[src/rtl/srrip_mod_unit.sv]
// ----------------------------------------------------------------------------
// srrip_mod_unit
// Remainder of an unsigned value by a constant. Powers of two (and moduli
// above the input range) are masked into the result register at start;
// others are reduced one hex digit per cycle, most significant digit first.
// ----------------------------------------------------------------------------
module srrip_mod_unit #(
   parameter int IN_W  = 11,
   parameter int MOD   = 2048,
   parameter int OUT_W = ($clog2(MOD) > 0) ? $clog2(MOD) : 1
) (
   input  logic             clock,
   input  logic             reset,
   input  logic             start,
   input  logic [IN_W-1:0]  value,
   output logic [OUT_W-1:0] rem,
   output logic             done
);

   localparam bit POW2 = ((MOD & (MOD - 1)) == 0);
   localparam bit FAST = POW2 || ((IN_W < 17) && (MOD >= (32'd1 << IN_W)));

   logic [OUT_W-1:0] rem_ff;
   logic             vld_ff;

   assign rem  = rem_ff;
   assign done = vld_ff;

   generate
      if (FAST) begin : g_fast
         localparam logic [OUT_W-1:0] MASK = POW2 ? OUT_W'(MOD - 1) : '1;
         logic [IN_W+OUT_W-1:0] ext;

         assign ext = (IN_W + OUT_W)'(value);

         // result is a plain mask of the low bits
         always_ff @(posedge clock) begin
            if (start) begin
               rem_ff <= ext[OUT_W-1:0] & MASK;
            end
         end

         always_ff @(posedge clock) begin
            if (reset) begin
               vld_ff <= 1'b0;
            end else if (start) begin
               vld_ff <= 1'b1;
            end
         end
      end else begin : g_serial
         localparam int ND    = (IN_W + 3) / 4;
         localparam int PAD_W = ND * 4;
         localparam int RW    = OUT_W + 5;
         localparam int CNT_W = $clog2(ND + 1);
         localparam logic [RW-1:0] MOD_R = RW'(MOD);

         logic [PAD_W-1:0] val_ff;
         logic [CNT_W-1:0] cnt_ff;
         logic [OUT_W-1:0] rem_in;

         // one digit: shift in, then restoring subtract of 8N, 4N, 2N, N
         always_comb begin
            logic [RW-1:0] t;
            t = (RW'(rem_ff) << 4) | RW'(val_ff[PAD_W-1 -: 4]);
            for (int k = 3; k >= 0; k--) begin
               if (t >= (MOD_R << k)) begin
                  t = t - (MOD_R << k);
               end
            end
            rem_in = t[OUT_W-1:0];
         end

         always_ff @(posedge clock) begin
            if (start) begin
               val_ff <= PAD_W'(value);
               rem_ff <= '0;
            end else if (cnt_ff != '0) begin
               val_ff <= val_ff << 4;
               rem_ff <= rem_in;
            end
         end

         always_ff @(posedge clock) begin
            if (reset) begin
               cnt_ff <= '0;
               vld_ff <= 1'b0;
            end else if (start) begin
               cnt_ff <= CNT_W'(ND);
               vld_ff <= 1'b0;
            end else if (cnt_ff != '0) begin
               cnt_ff <= cnt_ff - 1'b1;
               if (cnt_ff == CNT_W'(1)) begin
                  vld_ff <= 1'b1;
               end
            end
         end
      end
   endgenerate

endmodule

[config.mk]
export PLATFORM = sky130hd
export DESIGN_NAME = srrip_mod_unit
export DESIGN_NICKNAME = d
export VERILOG_FILES = /design/src/rtl/srrip_mod_unit.sv
export SDC_FILE = /design/constraint.sdc
export NUM_CORES = 1
export LEC_CHECK = 0
export ABC_CLOCK_PERIOD_IN_PS = 800
export BUFFER_PORTS_ARGS = -buffer_cell sky130_fd_sc_hd__buf_4
export CORE_AREA = 5 5 42 44
export DETAILED_ROUTE_END_ITERATION = 6
export DIE_AREA = 0 0 47 49
export HOLD_SLACK_MARGIN = 0.06
export PLACE_DENSITY = 0.64
export REMOVE_ABC_BUFFERS = 1
export SLEW_MARGIN = 10
export SYNTH_ARGS = -nofsm -noshare
export SYNTH_HDL_FRONTEND = slang
export SYNTH_SLANG_ARGS = --single-unit
[constraint.sdc]
create_clock -name clock -period 0.8 [get_ports clock]
set_input_delay 0.16 -clock clock [delete_from_list [all_inputs] [get_ports clock]]
set_output_delay 0.16 -clock clock [all_outputs]
set_load 0.01 [all_outputs]
== Yosys cells after proc, flatten, opt, wreduce, memory -nomap -nowiden ==
Index checks and enable logic that the tools add are counted.

* Bits in registers: 12
* Logic and storage cells: 2
* Output and inout port bits: 12

== Longest topological paths before layout ==
* Depth after elaboration: 0
* Gate-level depth with buffers: 1

== Least setup slack after synthesis ==
No wires, ideal clock.

* Kind: reg2reg
* Start point: reg done (netlist name)
* End point: reg vld_ff, in the netlist done
* Period minus slack after synthesis: 0.604 ns
* Path slack: 0.196 ns
* Setup time: 0.115 ns
* Cell stages (with the launch flop): 2
* Data arrival time: 0.489 ns
* Cells stage by stage: dfxtp_1 > o21ba_1

{| class="wikitable"
|+ RTL lines
! element !! RTL line !! RTL
|-
| to (signal assigned) || 45 || <nowiki>vld_ff <= 1'b0;</nowiki>
|-
| to (signal assigned) || 47 || <nowiki>vld_ff <= 1'b1;</nowiki>
|-
| to (decl) || 24 || <nowiki>logic vld_ff;</nowiki>
|}

== Final worst setup path ==
* Start point: reg rem_ff[6], in the netlist rem[6]
* End point: out rem[6]

{| class="wikitable"
|+ RTL lines
! element !! RTL line !! RTL
|-
| from (decl) || 23 || <nowiki>logic [OUT_W-1:0] rem_ff;</nowiki>
|-
| from (signal assigned) || 39 || <nowiki>rem_ff <= ext[OUT_W-1:0] & MASK;</nowiki>
|-
| to (decl) || 16 || <nowiki>output logic [OUT_W-1:0] rem,</nowiki>
|}

No word-level cell between the ends.

==> flow_summary_export.csv <==
group,metric,value,unit
critical_path,critical_path.slowest_cell,"edfxtp_1",
detailed_routing,vias_per_cell,3.97,
detailed_routing,drt_iter0_drc,0,
grt,overflow,0,
hold_path,min_delay_worst_endpoint,"rem[3]",
layout,ff_latch_area,352,um2
yosys,synth_top_area_share,91.7,%
floorplan,dieArea,2300,um2
clock_tree,cts-root-buf,"clkbuf_4",
yosys,synthSimpleGateAreaFrac,0,%
critical_path,crit_type,"flip-flop to output pin",
critical_path,slowest_delay,0.38,ns
critical_path,start_kind,"flip-flop",
outcome,status,"finished, violations left",
clock_tree,cts_tree,"built",
yosys,netlist_area,360,um2
yosys,yosys.area.top_type,"edfxtp_1",
detailed_routing,dr.pass1.iters,1,
critical_path,cp_cell_sequence,"buf_4",
yosys,postSynth.asyncResetShare,0,%
clock_tree,h-tree-depth,1,
clock_tree,numCtsBuffers,3,
yosys,synth_top_family_by_area,"compound AO/OA/AOI/OAI gates",
floorplan,initial_core_util,25.7,%
grt,grtUsageTotal,6.88,%
yosys,synthAdderAreaFrac,0,%
floorplan,die_y,49,um
sta,fin_skew,0,ns
detailed_routing,drcViolationCount,0,
placement,gp_congestion,0.580,
yosys,yosysUniqueCellTypes,3,
floorplan,core,1400,um2
clock_tree,clk_transition_reported_paths,0.07,ns
layout,n_fill_cell,143,
power_and_ir_drop,powerDensity,2020,nW/um2
layout,layout-drive-gt1-share,62.5,%
grt,grt_pass1_vias,276,
yosys,ys_ff_latch,12,
sta,rsz0062_at_grt,"yes",
clock_tree,clock_sinks,12,
sta,hold_slack,0.0729,ns
yosys,synth_flop_cell,"edfxtp_1",
sta,max_freq,1050,MHz
critical_path,ff2ff_path_depth,1,
critical_path,worst-path-max-fanout,1,
sta,worst_pin_slew,0.153,ns
power_and_ir_drop,p_leak,0.303,nW
grt,grt_max_degree,13,
sta,hold_violations,0,
flow_run,maxCapViolations,0,
yosys,synthMuxAreaShare,0,%
yosys,synthTopCellsByArea,"edfxtp_1 92%, dfxtp_1 5.6%, o21ba_1 2.8%",
yosys,synth_compound_area_share,2.78,%
critical_path,critical_path.endpoint_type,"output pin",
grt,antenna_found_initial,0,
detailed_routing,detail-route-antenna-nets,0,
yosys,seq_area_frac_synth,97.2,%
layout,multiInputGateArea,10.0,um2
sta,setup_viol,13,
sta,period_share,119,%
layout,finish.utilization,50.2,%
layout,nNetsFinal,63,
hold_path,min_path_type,"input pin to flip-flop",
detailed_routing,routed-via-count,254,
detailed_routing,wire_per_inst,11.5,um
sta,slew_viol_final,0,
sta,relSlewSlack,89.8,%
power_and_ir_drop,ir_drop,1.11,mV
clock_tree,clockBufferDepth,2,
detailed_routing,routed_wl,733,um
hold_path,min-delay-start,"value[3]",
grt,grt_pass1_wl,1090,um
yosys,synth-xor-area-share,0,%
floorplan,rows,14,
yosys,synth_edf_count,11,
layout,syn_to_final_growth,95.1,%
placement,io_buffers,25,
critical_path,worstPathArrival,0.79,ns
critical_path,required,0.64,ns
hold_path,hold_depth,1,
critical_path,r2r-end,"done",
yosys,yosysWarnings,0,
clock_tree,clk-insertion-delay-late,0.26,ns
layout,diodes,0,
sta,layout_setup_ws,-0.149,ns
floorplan,ios,26,
outcome,violations,"setup timing",
yosys,netlist_instances,13,
yosys,yosysMostFrequentCell,"edfxtp_1",
floorplan,chipWidth,47,um
yosys,syn_avg_cell_area,27.7,um2
clock_tree,post_cts_buffers,0,
critical_path,rr_startpoint,"done",
critical_path,r2r_setup_slack,0.20,ns
power_and_ir_drop,total_power,1.42,mW
critical_path,worst-path-buf-inv,1,
yosys,synthTopCellsByCount,"11 x edfxtp_1, 1 x dfxtp_1, 1 x o21ba_1",
sta,period_needed,0.949,ns
critical_path,cp_top_family,"flip-flops",
==> state kept, by name (all words and copies together), names as in the netlist <==
name	cells
rem	11
done	1
==> layout make-up <==
cell class	instances	share of cell area [%]
multi-input cells	1	1.42
repair buffers	31	40.6
flip-flops and latches	12	50.0
well taps	16	2.85
clock buffers	4	5.16
==> metal layers <==
metal | up-vias | track usage, % | part of all wire [%]
met3 | 2 | 2.58 | 10
met4 | 0 | 4.15 | 0.55
met2 | 13 | 11.8 | 59
met5 | - | 0 | 0
met1 | 117 | 6.50 | 30
li1 | 122 | - | -
==> placed cells by master, fill, tap and decap left out, drive strengths merged <==
| master | instances |
|---|---|
| buf | 25 |
| clkbuf | 4 |
| dfxtp | 1 |
| dlygate4sd3 | 6 |
| edfxtp | 11 |
| o21ba | 1 |
==> power breakdown <==
group          internal, mW  leakage (nW)  switching, mW  total, mW
logic                 0.139         0.166         0.0636      0.203
registers             0.739         0.116         0.0202      0.759
clock network         0.276        0.0210          0.180      0.456
==> per-stage QoR <==
stage | setup TNS [ns] | instances | setup WS [ns] | instance area (um2)
floorplan | 0 | 13 | 0.196 | 360
global placement | 0 | 54 | 0.140 | 568
detailed placement | 0 | 54 | 0.123 | 568
CTS | -1.75 | 61 | -0.177 | 658
global route | -1.96 | 64 | -0.188 | 703
finish | -1.54 | 64 | -0.149 | 703
==> worst max path at each step <==
stage,end,slack [ns],cells after the start,startpoint
after floorplan,done,0.20,1,done
after global placement,rem[9],0.14,1,rem[9]
after detailed placement,rem[6],0.12,1,rem[6]
after CTS,rem[6],-0.18,1,rem[6]
after global routing,rem[9],-0.19,1,rem[9]
final,rem[6],-0.15,1,rem[6]
==> cell families after synthesis <==
| group | count (synthesis) |
|---|---|
| compound gates | 1 |
| flops | 12 |
==> repair_timing <==
item / CTS / global route
hold endpoints to repair: 3 / 3
setup endpoints to repair: 12 / 12
gates resized for setup: 7 / 4
hold buffers: 3 / 3
Note: power is estimated with default switching activity, not from simulation.
