File: config.mk
export PLATFORM = sky130hd
export DESIGN_NAME = srrip_sig_table
export DESIGN_NICKNAME = d
export VERILOG_FILES = /design/src/rtl/srrip_pkg.sv /design/src/rtl/srrip_sig_table.sv
export SDC_FILE = /design/constraint.sdc
export NUM_CORES = 1
export LEC_CHECK = 0
export BUFFER_PORTS_ARGS = -buffer_cell sky130_fd_sc_hd__buf_2
export CAP_MARGIN = 20
export CORE_MARGIN = 3
export CORE_UTILIZATION = 26
export DETAILED_ROUTE_END_ITERATION = 16
export GPL_ROUTABILITY_DRIVEN = 0
export GPL_TIMING_DRIVEN = 0
export PLACE_DENSITY_LB_ADDON = 0.2
export SYNTH_ARGS = -nofsm -noshare
export SYNTH_HDL_FRONTEND = slang
export SYNTH_SLANG_ARGS = --single-unit
File: constraint.sdc
create_clock -name clock -period 19 [get_ports clock]
set_clock_uncertainty 0.2 [all_clocks]
set_input_delay 2.85 -clock clock [delete_from_list [all_inputs] [get_ports clock]]
set_output_delay 2.85 -clock clock [all_outputs]
set_load 0.005 [all_outputs]
File: src/rtl/srrip_pkg.sv
// ----------------------------------------------------------------------------
// srrip_pkg
// Shared types and constants for the SHiP-assisted SRRIP replacement unit.
// ----------------------------------------------------------------------------
package srrip_pkg;

   // Re-reference prediction values and reuse counter limits
   localparam logic [1:0] RRPV_MAX     = 2'd3;
   localparam logic [1:0] CTR_MAX      = 2'd3;
   localparam logic [1:0] CTR_STRONG   = 2'd2;
   localparam logic [1:0] MEDIUM_RESET = 2'd2;

   // PC hash shifts
   localparam int HASH_SHIFT_A = 13;
   localparam int HASH_SHIFT_B = 23;

   // Request kinds carried in tuser
   localparam logic FUNC_VICTIM = 1'b0;
   localparam logic FUNC_UPDATE = 1'b1;

   // Main sequencer states
   typedef enum logic [2:0] {
      ST_CLEAR,
      ST_IDLE,
      ST_REDUCE,
      ST_SET,
      ST_TRAIN,
      ST_INSTALL
   } state_type;

   // Commands to the reuse counter table
   typedef struct packed {
      logic clear;     // write zero at the sweep address
      logic rd_old;    // read counter of the evicted line's signature
      logic train;     // write trained counter, read new signature's counter
      logic train_up;  // evicted line was reused: count up
   } ctr_cmd_type;

endpackage

File: src/rtl/srrip_sig_table.sv
// ----------------------------------------------------------------------------
// srrip_sig_table
// Reuse counter table: one 2-bit saturating counter per PC signature, in a
// synchronous memory. Trains the evicted line's counter and reads the new
// signature's counter, forwarding when both signatures match.
// ----------------------------------------------------------------------------
module srrip_sig_table import srrip_pkg::*; #(
   parameter int SIG_ENTRIES = 256,
   parameter int SIG_W       = $clog2(SIG_ENTRIES)
) (
   input  logic              clock,
   input  ctr_cmd_type       cmd,
   input  logic [SIG_W-1:0]  clr_addr,
   input  logic [SIG_W-1:0]  old_sig,
   input  logic [SIG_W-1:0]  new_sig,
   output logic [1:0]        ctr_val
);

   logic [1:0]       ctr_mem [SIG_ENTRIES];
   logic [1:0]       rd_ff;
   logic [1:0]       trained;
   logic [1:0]       trained_ff;
   logic             fwd_ff;
   logic             wr_en;
   logic [SIG_W-1:0] wr_addr;
   logic [1:0]       wr_data;
   logic             rd_en;
   logic [SIG_W-1:0] rd_addr;

   // saturating train of the evicted line's counter
   always_comb begin
      trained = rd_ff;
      if (cmd.train_up) begin
         if (rd_ff != CTR_MAX) begin
            trained = rd_ff + 2'd1;
         end
      end else if (rd_ff != 2'd0) begin
         trained = rd_ff - 2'd1;
      end
   end

   // port control
   assign wr_en   = cmd.clear | cmd.train;
   assign wr_addr = cmd.clear ? clr_addr : old_sig;
   assign wr_data = cmd.clear ? 2'd0 : trained;
   assign rd_en   = cmd.rd_old | cmd.train;
   assign rd_addr = cmd.train ? new_sig : old_sig;

   always_ff @(posedge clock) begin
      if (wr_en) begin
         ctr_mem[wr_addr] <= wr_data;
      end
   end

   always_ff @(posedge clock) begin
      if (rd_en) begin
         rd_ff <= ctr_mem[rd_addr];
      end
   end

   // read of the counter being written in the same cycle takes the new value
   always_ff @(posedge clock) begin
      if (cmd.train) begin
         fwd_ff     <= (new_sig == old_sig);
         trained_ff <= trained;
      end
   end

   assign ctr_val = fwd_ff ? trained_ff : rd_ff;

endmodule

* Word-level counts from Yosys, hierarchy flattened
Memories as Yosys holds them, arrays and structs flattened. A register that Yosys moved wholly into a read port is not among the register bits. Cells that the tools add are included.
Operators by class: add/sub/neg operators 2, bitwise operators 2, eq/ne operators 2, reduce and logical (&&, ||, !) cells 1, mux-type cells 9
Operators by type and width (count):
- $mux 8 | 2
- $mux 2 | 5
- $eq 8x8->1 | 1
- $add 2x1->2 const B | 1
- $mux 1 | 2
- $ne 2x2->1 const B | 1
- $or 1x1->1 | 2
- $reduce_bool 2->1 | 1
- $sub 2x1->2 const B | 1
Storage, ports and cells: RAM bits 512, bits in registers 3, output and inout bits 2, word-level logic and storage cells 19, memories 1, input port bits 29
Memories:
- ctr_mem | words 256, bits a word 2, read ports 1, clocked after Yosys merged registers in 1, wr ports 1, line srrip_sig_table.sv:19 | logic [1:0] ctr_mem [SIG_ENTRIES];

* Depth between registers and ports, before layout
depth after elaboration 4, depth in mapped cells 11, mapped depth without buffers 7

* Least setup slack after synthesis
OpenSTA, ideal clock, no wires.
kind in2reg, start in cmd[3] (netlist name), end mem ctr_mem[0][1], data pin, path slack 3843 ps, library setup time 2100 ps, required time 16700 ps, arrival 12857 ps, path buffers 2, stages 3, path through clkbuf_1 -> clkbuf_1 -> nor3_1
Between the ends: word-level cells in the longest chain between the ends 1
Ends and longest elaborated chain:
- from (decl) | line srrip_sig_table.sv:12 | input ctr_cmd_type cmd,
- $mux 2 | line srrip_sig_table.sv:45 | assign wr_data = cmd.clear ? 2'd0 : trained;
- via wr_data[1] | line srrip_sig_table.sv:26 | logic [1:0] wr_data;
- to (decl) | line srrip_sig_table.sv:19
The timed path passes the listed nets, and every way through them passes these cells.

* Worst setup path in the final report
start in cmd[1] (netlist name), end reg rd_ff[1], read port of ctr_mem, data pin
Between the ends: word-level cells in the longest chain between the ends 1, elaborated cells on any way between the ends 2, those cells by class 1 x mux; 1 x bitwise
Ends and longest elaborated chain:
- $mux 8 / $or 1x1->1 (equally long branches) | line srrip_sig_table.sv:47, srrip_sig_table.sv:46
- to (decl) | line srrip_sig_table.sv:20 | logic [1:0] rd_ff;
Several ways; a longest one is shown, not always the timed one. A chain may end at the register's enable or synchronous reset.

==> impl_metrics.csv <==
group,metric,value,unit
route,ant_nets,0,
route,drc_errors,0,
run_status,status,"finished, final reports clean",
critical_path,cp.arrival,6.78,ns
route,drt_wl_total,75100,microns
sta,grt_setup_unrepaired,"no",
synthesis,yosysUniqueCellTypes,40,
sta,setup_viol_count_final,0,
route,viasPerCell,4.89,
floorplanning,rows,106,
power_and_ir_drop,power_density,101,nW/um^2
floorplanning,ioPinCount,31,
layout,nets,1750,
route,drtPass1Iterations,6,
clock_tree,ctsLongestPathBuffers,3,
placed_design,io_buffers,25,
synthesis,syn-instance-count,1594,
power_and_ir_drop,p_leak,8.67,nW
clock_tree,insertion_delay,0.60,ns
sta,holdWs,0.443,ns
sta,finalHoldViolCount,0,
route,drtIter0Drc,1492,
synthesis,async_flop_share,0,
clock_tree,cts_tree,"done",
route,vias,14200,
clock_tree,cts_resized,0,
power_and_ir_drop,ir_drop,0.0568,mV
layout,n_fill_cell,8521,
global_route,grt_util_all_layers,0.166,
flow_run,max-cap-violations,0,
sta,fin_crit,6.69,ns
sta,worst_slew_pin_slew,1.20,ns
clock_tree,holdBufCountCts,0,
layout,area_growth,17.5,%
global_route,gr-total-overflow,0,
layout,drive_above_1_share,0.119,
floorplanning,fp.dieArea,88800,sq um
synthesis,synth_area,22200,sq um
global_route,grt_antenna_before_repair,2,
synthesis,ys_seq_area_frac,0.700,
floorplanning,floorplan.initialDensity,0.264,
sta,fin_crit_sh,0.352,
clock_tree,cts.sinks,517,
sta,clock.fmax,149,MHz
power_and_ir_drop,power,0.00264,W
clock_tree,clkTransAtPathRegs,0.06,ns
placed_design,dp_cells,2793,
min_path,hold_path_class,"reg -> reg",
critical_path,critPathLaunchType,"input pin",
synthesis,ys_warn_count,0,
global_route,grt_pass1_vias,14400,
clock_tree,cts_root_buf,"clkbuf_16",
floorplanning,core_region_area,84100,sq um
critical_path,cp_max_fo,10,
critical_path,worst-endpoint-required,19.09,ns
synthesis,syn_avg_cell_area,13.9,sq um
critical_path,crit_type,"in -> reg",
clock_tree,numCtsBuffers,56,
global_route,grt_pass1_wl,105000,microns
clock_tree,htree_levels,2,
sta,fin_setup_tns,0,ns
floorplanning,die_x,298,microns
synthesis,ys.flop_type,"edfxtp_1",
synthesis,ys_seq_elements,517,
placed_design,hpwl,54000,microns
global_route,grt_max_degree,44,
layout,post_layout_nonfiller_instances,2893,
critical_path,cp-end-kind,"flop",
synthesis,synth-edff-count,517,
layout,final_util,0.310,
sta,maxSlewViolCount,0,
floorplanning,die_y,298,microns
clock_tree,post_cts_buffers,0,
route,post_drt_wl_per_cell,26.0,microns
synthesis,synthesis.nets,1623,
sta,relSlewSlack,0.201,
logic make-up after synthesis:
family,count (synthesis),synth area share
AOI/OAI and AO/OA,175,0.0582
and+or+nand+nor,510,0.0931
xor gates and xnor gates,8,0.00316
muxes,263,0.119
DFF,517,0.700
buffers and inverters,121,0.0258
layout make-up:
type | instances | area (sq um) | area share
Inverter | 12 | 45.0 | 0.00173
Timing Repair Buffer | 69 | 698 | 0.0268
Clock inverter | 30 | 241 | 0.00927
Multi-Input combinational cell | 956 | 6120 | 0.235
Tap cell | 1134 | 1420 | 0.0545
Clock buffer | 65 | 1460 | 0.0559
Buffer | 109 | 528 | 0.0203
Sequential cell | 517 | 15500 | 0.596
Antenna cell | 1 | 2.50 | 0.0000961
sequential cells by signal, summed over array words and instances (netlist names):
name and cells:
ctr_mem 512, rd_ff 2, trained_ff 2, fwd_ff 1
per-stage QoR:
stage,instance area (sq um),worst slack (ns)
detailed placement,24300,11.81
floorplan,22200,3.84
global placement,23700,-8.75
global route,26000,12.33
finish,26000,12.31
CTS,26000,12.46
report_power, final:
| part | internal (W) | switching, W |
|---|---|---|
| Clock | 0.000595 | 0.000438 |
| Sequential | 0.00130 | 0.00000161 |
| Combinational | 0.0000865 | 0.000213 |
| Total | 0.00198 | 0.000653 |
synth_stat cells, types with 3 or more instances:
master,n,area share
nand2b_1,6,0.0017
o22ai_1,4,0.0011
buf_2,21,0.0047
nand3b_1,3,0.0010
nor3_1,26,0.0059
xnor2_1,8,0.0032
buf_6,5,0.0025
or3b_2,3,0.0012
nor2_1,262,0.044
mux2_2,3,0.0015
a21oi_1,34,0.0077
buf_4,14,0.0047
nand2_1,171,0.029
nand3_1,18,0.0041
clkbuf_1,66,0.011
inv_1,10,0.0017
o32ai_1,12,0.0047
o221ai_2,3,0.0020
a2111oi_0,3,0.0012
o221ai_1,61,0.024
a31oi_1,50,0.014
edfxtp_1,517,0.70
nor4_1,14,0.0040
mux2i_1,258,0.12
routing by layer:
layer / wire length, microns / vias to the layer above / track usage / part of all wire
met3: 5840 / 114 / 0.0396 / 0.078
met1: 32300 / 7254 / 0.221 / 0.43
met2: 35000 / 512 / 0.270 / 0.47
met5: 0 / - / 0 / 0
met4: 2050 / 0 / 0.0464 / 0.027
li1: - / 6281 / - / -
final timing paths:
path | from | endpoint | slack (ns) | cells past startpoint
worst max-delay path | cmd[1] | rd_ff[1] | 12.31 | 10
worst min-delay path | rd_ff[0] | trained_ff[1] | 0.44 | 2
worst max register to register | ctr_mem[125][1] | rd_ff[1] | 16.15 | 6
worst min register to register | rd_ff[0] | trained_ff[1] | 0.44 | 2
critical path, stage by stage:
cell	delay [ns]
buf_2	0.13
buf_4	0.22
buf_2	0.25
mux2_2	0.50
clkbuf_1	0.82
o221ai_1	0.32
a31oi_1	0.43
nor3_1	0.14
nor4_1	0.87
nor4_1	0.23
placed cells by master (no fill, tap or decap), drive strengths merged, types with 6 or more instances in the layout:
cell type | synthesis | routed
a21oi | 34 | 34
a31oi | 50 | 50
buf | 42 | 110
clkbuf | 67 | 132
clkinv | 0 | 25
edfxtp | 517 | 517
inv | 12 | 12
mux2i | 259 | 259
nand2 | 171 | 171
nand2b | 6 | 6
nand3 | 18 | 18
nor2 | 262 | 262
nor3 | 26 | 26
nor4 | 14 | 14
o221ai | 64 | 64
o32ai | 12 | 12
xnor2 | 8 | 8
Power figures use the tool's default switching activity.
